## config.mk

```make
export PLATFORM = sky130hd
export DESIGN_NAME = polynomial_share_generator
export DESIGN_NICKNAME = d
export VERILOG_FILES = /design/src/sv/psg_pkg.sv /design/src/sv/polynomial_share_generator.sv /design/src/sv/psg_cell.sv
export SDC_FILE = /design/constraint.sdc
export NUM_CORES = 2
export LEC_CHECK = 0
export BUFFER_PORTS_ARGS = -buffer_cell sky130_fd_sc_hd__buf_2
export CORE_MARGIN = 2
export CORE_UTILIZATION = 60
export CTS_CLUSTER_SIZE = 20
export DETAILED_ROUTE_END_ITERATION = 8
export PLACE_DENSITY = 0.79
export SYNTH_ARGS = -nofsm -noshare
export SYNTH_HDL_FRONTEND = slang
export SYNTH_SLANG_ARGS = --single-unit
```

## constraint.sdc

```tcl
create_clock -name clk_i -period 12.73 [get_ports clk_i]
set_input_delay 2.546 -clock clk_i [delete_from_list [all_inputs] [get_ports clk_i]]
set_output_delay 2.546 -clock clk_i [all_outputs]
set_load 0.05 [all_outputs]
```

## src/sv/psg_pkg.sv

```systemverilog
// Shared types, constants and the mod-251 reduction for the polynomial share generator.
// No dependencies.
package psg_pkg;

  localparam int unsigned FIELD_PRIME = 251;
  localparam int unsigned PIX_W       = 8;
  localparam int unsigned CFG_W       = 5;
  localparam int unsigned CFG_IDX_W   = 2;
  localparam int unsigned IDX_OUT_W   = 5;
  localparam int unsigned PROD_W      = 16;

  // configuration register indexes
  localparam logic [CFG_IDX_W-1:0] CFG_THRESHOLD_K = 2'd0;
  localparam logic [CFG_IDX_W-1:0] CFG_SHARE_COUNT = 2'd1;

  // per-cycle command from the control to every cell of the chain
  typedef struct packed {
    logic take;   // pixel transfer: update accumulator and power
    logic load;   // group closes: copy new accumulator into shift stage, restart
    logic shift;  // result transfer: move shift stages one cell toward the output
  } cell_ctl_t;

  // Reduce a 16-bit value mod 251 using 256 == 5 (mod 251).
  function automatic logic [PIX_W-1:0] mod_prime(input logic [PROD_W-1:0] v);
    logic [10:0] v1;
    logic [8:0]  v2;
    v1 = 11'(v[15:8]) * 11'd5 + 11'(v[7:0]);
    v2 = 9'(v1[10:8]) * 9'd5 + 9'(v1[7:0]);
    if (v2 >= 9'(FIELD_PRIME)) begin
      v2 = v2 - 9'(FIELD_PRIME);
    end
    return v2[PIX_W-1:0];
  endfunction

endpackage

```

## src/sv/polynomial_share_generator.sv

```systemverilog
// Polynomial share generator: top level, control and the chain of share cells.
// Depends on psg_pkg and psg_cell.
// Output: a group-closing pixel's first share appears the cycle after its transfer;
// the n shares then leave one per cycle from the shift chain while out_stall_i is low.
// Throughput: one pixel per cycle; the output drain of a group runs alongside the next
// group's pixels, and only the pixel that would close a group waits for the drain to end.
// Reset (async, active low): k = n = 2, accumulators 0, powers 1, no result pending.
module polynomial_share_generator #(
  parameter int unsigned MAX_SHARES    = 16,
  parameter int unsigned MAX_THRESHOLD = 16
) (
  input  logic                              clk_i,
  input  logic                              rst_ni,
  // configuration write channel
  input  logic                              cfg_valid_i,
  output logic                              cfg_ready_o,
  input  logic [psg_pkg::CFG_IDX_W-1:0]     cfg_index_i,
  input  logic [psg_pkg::CFG_W-1:0]         cfg_data_i,
  // pixel input channel
  input  logic                              in_valid_i,
  output logic                              in_stall_o,
  input  logic [psg_pkg::PIX_W-1:0]         secret_pixel_i,
  // share output channel
  output logic                              out_valid_o,
  input  logic                              out_stall_i,
  output logic [psg_pkg::IDX_OUT_W-1:0]     share_index_o,
  output logic [psg_pkg::PIX_W-1:0]         share_value_o,
  output logic                              last_of_group_o
);

  // pos counts pixels of the open group, always below MAX_THRESHOLD
  localparam int unsigned POS_W  = $clog2(MAX_THRESHOLD + 1);
  localparam int unsigned KW     = (POS_W > psg_pkg::CFG_W) ? POS_W : psg_pkg::CFG_W;
  localparam int unsigned NCNT_W = $clog2(MAX_SHARES + 1);
  localparam int unsigned NW     = (NCNT_W > psg_pkg::CFG_W) ? NCNT_W : psg_pkg::CFG_W;

  logic [psg_pkg::CFG_W-1:0] thr_q, thr_d, cnt_q, cnt_d;
  logic [POS_W-1:0]          pos_q, pos_d;
  logic [NW-1:0]             idx_q, idx_d, n_q, n_d;
  logic                      busy_q, busy_d;

  logic [KW-1:0]             k_eff;
  logic [NW-1:0]             n_eff;
  logic [KW:0]               pos_inc;
  logic                      grp_end, in_xfer, out_xfer, last;
  psg_pkg::cell_ctl_t        ctl;

  // --- configuration: always ready, writes beyond the list are dropped
  assign cfg_ready_o = 1'b1;

  always_comb begin
    thr_d = thr_q;
    cnt_d = cnt_q;
    if (cfg_valid_i) begin
      case (cfg_index_i)
        psg_pkg::CFG_THRESHOLD_K: thr_d = cfg_data_i;
        psg_pkg::CFG_SHARE_COUNT: cnt_d = cfg_data_i;
        default: ;
      endcase
    end
  end

  // --- saturate register values to the supported range when used
  always_comb begin
    if (KW'(thr_q) < KW'(2)) begin
      k_eff = KW'(2);
    end else if (KW'(thr_q) > KW'(MAX_THRESHOLD)) begin
      k_eff = KW'(MAX_THRESHOLD);
    end else begin
      k_eff = KW'(thr_q);
    end
    if (NW'(cnt_q) < NW'(2)) begin
      n_eff = NW'(2);
    end else if (NW'(cnt_q) > NW'(MAX_SHARES)) begin
      n_eff = NW'(MAX_SHARES);
    end else begin
      n_eff = NW'(cnt_q);
    end
  end

  // group closes once the pixel count reaches k (k may have shrunk mid-group)
  assign pos_inc = (KW + 1)'(pos_q) + (KW + 1)'(1);
  assign grp_end = (pos_inc >= {1'b0, k_eff});

  // a closing pixel waits while the previous group's shares are still draining
  assign in_stall_o = busy_q && grp_end;
  assign in_xfer    = in_valid_i && !in_stall_o;
  assign out_xfer   = busy_q && !out_stall_i;
  assign last       = (idx_q == n_q);

  assign ctl.take  = in_xfer;
  assign ctl.load  = grp_end;
  assign ctl.shift = out_xfer;

  always_comb begin
    pos_d  = pos_q;
    idx_d  = idx_q;
    n_d    = n_q;
    busy_d = busy_q;
    if (out_xfer) begin
      idx_d = idx_q + NW'(1);
      if (last) begin
        busy_d = 1'b0;
      end
    end
    if (in_xfer) begin
      if (grp_end) begin
        pos_d  = '0;
        idx_d  = NW'(1);
        n_d    = n_eff;
        busy_d = 1'b1;
      end else begin
        pos_d = pos_inc[POS_W-1:0];
      end
    end
  end

  always_ff @(posedge clk_i or negedge rst_ni) begin
    if (!rst_ni) begin
      thr_q  <= psg_pkg::CFG_W'(2);
      cnt_q  <= psg_pkg::CFG_W'(2);
      pos_q  <= '0;
      idx_q  <= NW'(1);
      n_q    <= NW'(2);
      busy_q <= 1'b0;
    end else begin
      thr_q  <= thr_d;
      cnt_q  <= cnt_d;
      pos_q  <= pos_d;
      idx_q  <= idx_d;
      n_q    <= n_d;
      busy_q <= busy_d;
    end
  end

  // --- chain of share cells; results shift toward cell 0, which drives the output
  logic [psg_pkg::PIX_W-1:0] chain [MAX_SHARES+1];

  assign chain[MAX_SHARES] = '0;

  for (genvar s = 0; s < MAX_SHARES; s++) begin : g_cell
    psg_cell #(
      .X (s + 1)
    ) u_cell (
      .clk_i   (clk_i),
      .rst_ni  (rst_ni),
      .ctl_i   (ctl),
      .pixel_i (secret_pixel_i),
      .shift_i (chain[s+1]),
      .shift_o (chain[s])
    );
  end

  assign out_valid_o     = busy_q;
  assign share_value_o   = chain[0];
  assign share_index_o   = idx_q[psg_pkg::IDX_OUT_W-1:0];
  assign last_of_group_o = last;

endmodule

```

## src/sv/psg_cell.sv

```systemverilog
// One share cell: running accumulator and power of x for a fixed evaluation point,
// plus one stage of the result shift chain. Depends on psg_pkg.
module psg_cell #(
  parameter int unsigned X = 1
) (
  input  logic                          clk_i,
  input  logic                          rst_ni,
  input  psg_pkg::cell_ctl_t            ctl_i,
  input  logic [psg_pkg::PIX_W-1:0]     pixel_i,
  input  logic [psg_pkg::PIX_W-1:0]     shift_i,
  output logic [psg_pkg::PIX_W-1:0]     shift_o
);

  logic [psg_pkg::PIX_W-1:0] acc_q, acc_d, pow_q, pow_d, shr_q, shr_d;
  logic [psg_pkg::PIX_W-1:0] acc_new, pow_new;

  always_comb begin
    acc_new = psg_pkg::mod_prime(
        psg_pkg::PROD_W'(pixel_i) * psg_pkg::PROD_W'(pow_q) + psg_pkg::PROD_W'(acc_q));
    pow_new = psg_pkg::mod_prime(psg_pkg::PROD_W'(pow_q) * psg_pkg::PROD_W'(X));
    acc_d = acc_q;
    pow_d = pow_q;
    shr_d = shr_q;
    if (ctl_i.take) begin
      if (ctl_i.load) begin
        acc_d = '0;
        pow_d = psg_pkg::PIX_W'(1);
        shr_d = acc_new;
      end else begin
        acc_d = acc_new;
        pow_d = pow_new;
      end
    end
    if (ctl_i.shift) begin
      shr_d = shift_i;
    end
  end

  always_ff @(posedge clk_i or negedge rst_ni) begin
    if (!rst_ni) begin
      acc_q <= '0;
      pow_q <= psg_pkg::PIX_W'(1);
    end else begin
      acc_q <= acc_d;
      pow_q <= pow_d;
    end
  end

  always_ff @(posedge clk_i) begin
    shr_q <= shr_d;
  end

  assign shift_o = shr_q;

endmodule

```

== Yosys cells after proc, flatten, opt, wreduce, memory -nomap -nowiden ==
Index checks and enable logic that the tools add are counted.

* Input port bits: 20
* Register bits: 410

* Equal/unequal tests: 2
* Order comparisons: 37
* Multiplexer cells: 121
* Reduce and logical (&&, ||, !) cells: 14
* Multipliers: 89
* Add/subtract/negate cells: 112

{| class="wikitable"
|+ Operators with widths
! kind !! number
|-
| $mux W8 || 109
|-
| $add A6 B8 Y9 || 35
|-
| $ge A9 B8 Y1 const B || 31
|-
| $add A16 B8 Y16 || 16
|-
| $mul A8 B8 Y16 || 16
|-
| $sub A8 B8 Y8 const B || 32
|-
| $mul A8 B3 Y11 const B || 20
|-
| $mul A3 B3 Y6 const B || 35
|-
| $add A11 B8 Y11 || 16
|-
| $add A7 B8 Y9 || 8
|-
| $mul A4 B3 Y7 const B || 8
|-
| $mul A8 B4 Y12 const B || 4
|-
| $mux W5 || 8
|-
| $mul A8 B2 Y10 const B || 3
|-
| $add A5 B8 Y9 || 2
|-
| $gt A5 B5 Y1 const B || 2
|-
| $lt A5 B2 Y1 const B || 2
|-
| $mul A2 B3 Y5 const B || 2
|-
| $reduce_and A2 Y1 || 5
|-
| $add A8 B8 Y9 || 1
|-
| $ge A8 B8 Y1 const B || 1
|-
| $add A5 B1 Y6 const B || 1
|-
| $ge A6 B5 Y1 || 1
|-
| $reduce_bool A2 Y1 || 3
|-
| 8 further kinds || 14
|}

== Depth between registers and ports, before layout ==
* Depth after elaboration: 11
* Mapped depth: 46
* Mapped depth without buffers: 43

== Modules after synthesis ==
Synthesis repeated with hierarchy kept, for this count alone.

* Cell total of the unflattened synthesis: 9701
* Area, all modules: 86749.4 µm²

{| class="wikitable"
|+ Modules (own cells, without submodules)
! module !! cells each !! area an instance (µm²) !! times used
|-
| psg_cell at g_cell[14].u_cell || 662 || 5916.9 || 1
|-
| psg_cell at g_cell[6].u_cell || 659 || 5795.6 || 1
|-
| psg_cell at g_cell[12].u_cell || 656 || 5756.8 || 1
|-
| psg_cell at g_cell[10].u_cell || 624 || 5651.7 || 1
|-
| psg_cell at g_cell[2].u_cell || 633 || 5464.0 || 1
|-
| psg_cell at g_cell[9].u_cell || 601 || 5449.0 || 1
|-
| psg_cell at g_cell[13].u_cell || 598 || 5441.5 || 1
|-
| psg_cell at g_cell[8].u_cell || 593 || 5401.4 || 1
|-
| psg_cell at g_cell[4].u_cell || 597 || 5375.2 || 1
|-
| psg_cell at g_cell[11].u_cell || 603 || 5330.1 || 1
|-
| psg_cell at g_cell[5].u_cell || 589 || 5291.3 || 1
|-
| psg_cell at g_cell[1].u_cell || 569 || 5006.1 || 1
|-
| psg_cell at g_cell[3].u_cell || 560 || 4947.2 || 1
|-
| psg_cell at g_cell[7].u_cell || 543 || 4942.2 || 1
|-
| 3 more rows || - || - || -
|}

== Least setup slack after synthesis ==
No wires, ideal clock.

* Path kind: input-to-reg
* Start point: in secret_pixel_i[3] (netlist name)
* End point: reg g_cell[12].u_cell.shr_q (netlist bit g_cell[12].u_cell.shift_o[7]) (data pin)
* Arrival time: 12016 ps
* Required time: 12470 ps
* Buffers on the path: 3
* Library setup time: 260 ps
* Stages on the path: 43
* Setup slack: 454 ps
* Path through: clkbuf_1 > clkbuf_1 > nand2_1 > fa_1 > inv_1 > fa_1 > ha_1 > inv_1 > fa_1 > inv_1 > ha_1 > a21o_1 > a21oi_1 > nand2b_1 > a21boi_0 > o311a_1 > nor3_1 > xnor2_1 > [7 not listed] > a21oi_1 > nor2b_1 > o21a_1 > o21a_1 > o21ai_0 > nand2b_1 > ha_1 > ha_1 > fa_1 > a21o_1 > a22o_1 > nor4_1 > and4_1 > a32o_1 > buf_2 > nand4_1 > a21o_1 > mux2_2

* Cells in the longest elaborated chain, start to end: 11

{| class="wikitable"
|+ Ends and longest elaborated chain
! item !! line !! source
|-
| start: declaration || polynomial_share_generator.sv:22 || <nowiki>input logic [psg_pkg::PIX_W-1:0] secret_pixel_i,</nowiki>
|-
| $mul A8 B8 Y16 * || psg_cell.sv:19 || <nowiki>psg_pkg::PROD_W'(pixel_i) * psg_pkg::PROD_W'(pow_q) + psg_pkg::PROD_W'(acc_q));</nowiki>
|-
| $add A16 B8 Y16 * || psg_cell.sv:19 ||
|-
| $mul A8 B3 Y11 || psg_pkg.sv:27 || <nowiki>v1 = 11'(v[15:8]) * 11'd5 + 11'(v[7:0]);</nowiki>
|-
| $add A11 B8 Y11 * || psg_pkg.sv:27 ||
|-
| $mul A3 B3 Y6 || psg_pkg.sv:28 || <nowiki>v2 = 9'(v1[10:8]) * 9'd5 + 9'(v1[7:0]);</nowiki>
|-
| $add A6 B8 Y9 * || psg_pkg.sv:28 ||
|-
| $sub A8 B8 Y8 / $ge A9 B8 Y1 (equally long branches) || psg_pkg.sv:30, psg_pkg.sv:29 ||
|-
| $mux W8 * || psg_pkg.sv:29 || <nowiki>if (v2 >= 9'(FIELD_PRIME)) begin</nowiki>
|-
| $mux W8 * || psg_cell.sv:25 || <nowiki>if (ctl_i.load) begin</nowiki>
|-
| $mux W8 * || psg_cell.sv:24 || <nowiki>if (ctl_i.take) begin</nowiki>
|-
| $mux W8 * || psg_cell.sv:34 || <nowiki>if (ctl_i.shift) begin</nowiki>
|-
| via g_cell[12].u_cell.shr_d (one bit) || psg_cell.sv:14 || <nowiki>logic [psg_pkg::PIX_W-1:0] acc_q, acc_d, pow_q, pow_d, shr_q, shr_d;</nowiki>
|-
| end signal: assignment || psg_cell.sv:50 || <nowiki>shr_q <= shr_d;</nowiki>
|-
| end: declaration || psg_cell.sv:14 ||
|}

Mark *: on every way through the listed nets, which the timed path passes. The rest lies on a longest branch. The select of a mux whose other input is x is not followed.
A chain may end at the register's enable or synchronous reset.

== Worst setup path after layout ==
* Start point: in secret_pixel_i[1] (netlist name)
* End point: reg g_cell[1].u_cell.shr_q (netlist bit g_cell[1].u_cell.shift_o[5]) (data pin)

* Cells in the longest elaborated chain, start to end: 11

{| class="wikitable"
|+ Ends and longest elaborated chain
! item !! line
|-
| $mul A8 B8 Y16 * || psg_cell.sv:19
|-
| $add A16 B8 Y16 * || psg_cell.sv:19
|-
| $mul A8 B3 Y11 || psg_pkg.sv:27
|-
| $add A11 B8 Y11 * || psg_pkg.sv:27
|-
| $mul A3 B3 Y6 || psg_pkg.sv:28
|-
| $add A6 B8 Y9 * || psg_pkg.sv:28
|-
| $sub A8 B8 Y8 / $ge A9 B8 Y1 (equally long branches) || psg_pkg.sv:30, psg_pkg.sv:29
|-
| $mux W8 * || psg_pkg.sv:29
|-
| $mux W8 * || psg_cell.sv:25
|-
| $mux W8 * || psg_cell.sv:24
|-
| $mux W8 * || psg_cell.sv:34
|-
| via g_cell[1].u_cell.shr_d (one bit) || psg_cell.sv:14
|-
| end signal: assignment || psg_cell.sv:50
|-
| end: declaration || psg_cell.sv:14
|}

Marked as above.

==> impl_metrics.ini <==
[sta]
min_period_ns = 12.21
relSlewSlack = 0.267
finalClockSkew_ns = 0.0581
rsz0062_at_grt = no
max_freq_mhz = 81.9
slew_viol_final = 0
tightest_slew_ns = 1.10
setup_violations = 0
fin_crit_sh = 0.959
final-hold-violation-count = 0

[die]
die_w_um = 377
start_util = 0.606
coreArea_mm2 = 0.138
die_h_um = 377
dieArea_mm2 = 0.142
io_pins = 37
num_rows = 136

[cts]
post-cts-setup-buffers = 0
clkTransAtPathRegs_ns = 0.06
hold_buffers = 0
clock_path_buffers = 3
h-tree-depth = 2
cts_sinks = 410
numCtsBuffers = 50
root_buffer = clkbuf_16
insertion_delay_ns = 0.68
cts_tree = done

[critical_path]
crit_top_cell = inv_1
endpoint_kind = register
rr_worst_depth = 42
path_max_fanout = 34
start_kind = primary input
critical_path.max_stage_delay_ns = 0.55
worstPathArrival_ns = 12.55
critPathKind = primary input to register
cp.required_ns = 13.07
cp_slowest_cell = fa_1

[synthesis]
synthesis.area_mm2 = 0.0834
synth_cell_types = 96
postSynthAreaPerCell_um2 = 8.78
synth_seq_area_share = 0.130
synth-edff-count = 120
syn-num-nets = 11800
yosys_warnings = 0
yosys_most_used_dff = dfrtp_1
async_flop_share = 0.688
synth_cells = 9505
ys_seq_elements = 410

[routing]
drc = 0
met3_length_mm = 10.9
wire_per_inst_um = 16.9
first_pass_iters = 6
met1Wirelength_mm = 82.6
vias = 65300
vias_per_cell = 5.78
drtIter0Drc = 4075
routed_wl_mm = 191
top_layer = met4
antenna_left = 0
wl_met2_mm = 92.4

[place]
numPlacedInstances = 11200
port_buffers = 35
dp_hpwl_mm = 152
place.gp.congestion = 0.926

[min_path]
hold_class = register to register
hold_depth = 1

[run]
maxCapViolations = 0

[final_layout]
multi_input_area_mm2 = 0.0649
drive_gt1_frac = 0.0386
regArea_mm2 = 0.0108
area_delta_synth_final_pct = 5.27
fin_nets = 11700
n_fill_cell = 11200
diodes = 0
layoutNonFillerInstCount = 11300

[global_routing]
grt_start_max_net_pins = 76
antenna_found_initial = 1
grt_usage = 0.275
grt_pass1_vias = 67600
grt_pass1_wl_mm = 325
grt-ovfl-total = 0

[run_status]
status = completed
## cells in the mapped netlist (all sizes together), types with 41 or more instances
| cell type | count | area [um2] |
|---|---|---|
| and2 | 758 | 4740 |
| o21ai | 321 | 1610 |
| a211oi | 56 | 443 |
| or3 | 73 | 457 |
| a21o | 141 | 1060 |
| dfrtp | 262 | 6560 |
| nor2b | 109 | 682 |
| o22ai | 80 | 500 |
| o21bai | 53 | 405 |
| ha | 1370 | 17100 |
| o21a | 85 | 638 |
| nor2 | 434 | 1630 |
| o211ai | 43 | 323 |
| nand3 | 111 | 556 |
| fa | 909 | 18200 |
| edfxtp | 120 | 3600 |
| buf | 51 | 228 |
| xor2 | 254 | 2230 |
| xnor2 | 375 | 3280 |
| nand2b | 69 | 432 |
| clkbuf | 240 | 907 |
| nor3 | 138 | 691 |
| o31ai | 41 | 322 |
| a31oi | 50 | 313 |
| nand2 | 599 | 2250 |
| a32o | 41 | 410 |
| a21oi | 384 | 1920 |
| inv | 1778 | 6670 |
## cell usage in the layout, fill, tap and decap left out, drive strengths merged, types with 141 or more instances in the layout
cell type / n
a21o: 141
buf: 179
ha: 1370
nand2: 599
and2: 758
xnor2: 375
nor2: 434
dfrtp: 262
xor2: 254
fa: 909
inv: 1781
a21oi: 384
o21ai: 321
## worst paths after layout
check / start / to / slack, ns
worst max-delay path: secret_pixel_i[1] / g_cell[1].u_cell.shift_o[5] / 0.52
worst min-delay path: cnt_q[4] / n_q[1] / 0.46
worst max register to register: g_cell[12].u_cell.pow_q[1] / g_cell[12].u_cell.shift_o[6] / 2.25
worst min register to register: cnt_q[4] / n_q[1] / 0.46
max in group asynchronous: rst_ni / g_cell[3].u_cell.acc_q[5] / 8.95
min in group asynchronous: rst_ni / g_cell[15].u_cell.pow_q[2] / 1.80
## critical path: cells and delay by family
| kind | cells | cell delay [ns] |
|---|---|---|
| adders and majority gates | 11 | 3.87 |
| AOI/OAI and AO/OA | 12 | 2.69 |
| and+or+nand+nor | 6 | 0.74 |
| buffers and inverters | 12 | 1.73 |
| xor gates and xnor gates | 3 | 0.92 |
## layer usage
| metal | global-route usage | up-vias |
|---|---|---|
| met3 | 0.0354 | 341 |
| met4 | 0.0753 | 0 |
| li1 | - | 31100 |
| met2 | 0.476 | 1661 |
| met5 | 0 | - |
| met1 | 0.361 | 32200 |
## sequential cells by signal, indices dropped and copies added, names as in the netlist
name / cells
cnt_q: 5
g_cell.u_cell.acc_q: 128
g_cell.u_cell.pow_q: 128
g_cell.u_cell.shift_o: 128
n_q: 5
out_valid_o: 1
pos_q: 5
share_index_o: 5
thr_q: 5
## what timing repair did
| item | CTS | global route |
|---|---|---|
| endpoints found under the setup margin | 0 | 31 |
| endpoints found under the hold margin | 0 | 0 |
| resized for setup | 0 | 12 |
## final cells by class
cell class	count	area share
Clock inverter	31	0.00417
Tap cell	1794	0.0256
Timing Repair Buffer	179	0.0169
Clock buffer	63	0.0153
Inverter	1778	0.0760
Sequential cell	410	0.123
Multi-Input combinational cell	7026	0.739
## metrics by stage
| stage | worst slack [ns] | area (um2) | hold WS [ns] | utilization | TNS, ns |
|---|---|---|---|---|---|
| floorplan | 0.454 | 83400 | 0.413 | - | 0 |
| global placement | 0.102 | 86100 | 0.436 | 0.625 | 0 |
| detailed placement | -0.127 | 86100 | 0.452 | 0.625 | -0.720 |
| CTS | 0.551 | 87800 | 0.463 | 0.638 | 0 |
| global route | 0.00223 | 87800 | 0.507 | 0.638 | 0 |
| finish | 0.520 | 87800 | 0.459 | 0.638 | 0 |
## cell families after synthesis
logic type      count (synthesis)  synth area share
simple gates                 2491             0.153
fa+ha+maj                    2284             0.424
buf+inv                      2069            0.0936
compound gates               1564             0.125
xor+xnor                      635            0.0678
flops                         410             0.130
mux                            51           0.00639
other cells                     1         0.0000449
Power is left out: the tool's default activity adds up to more than one toggle a clock period on the data nets, which glitch-free logic cannot reach.
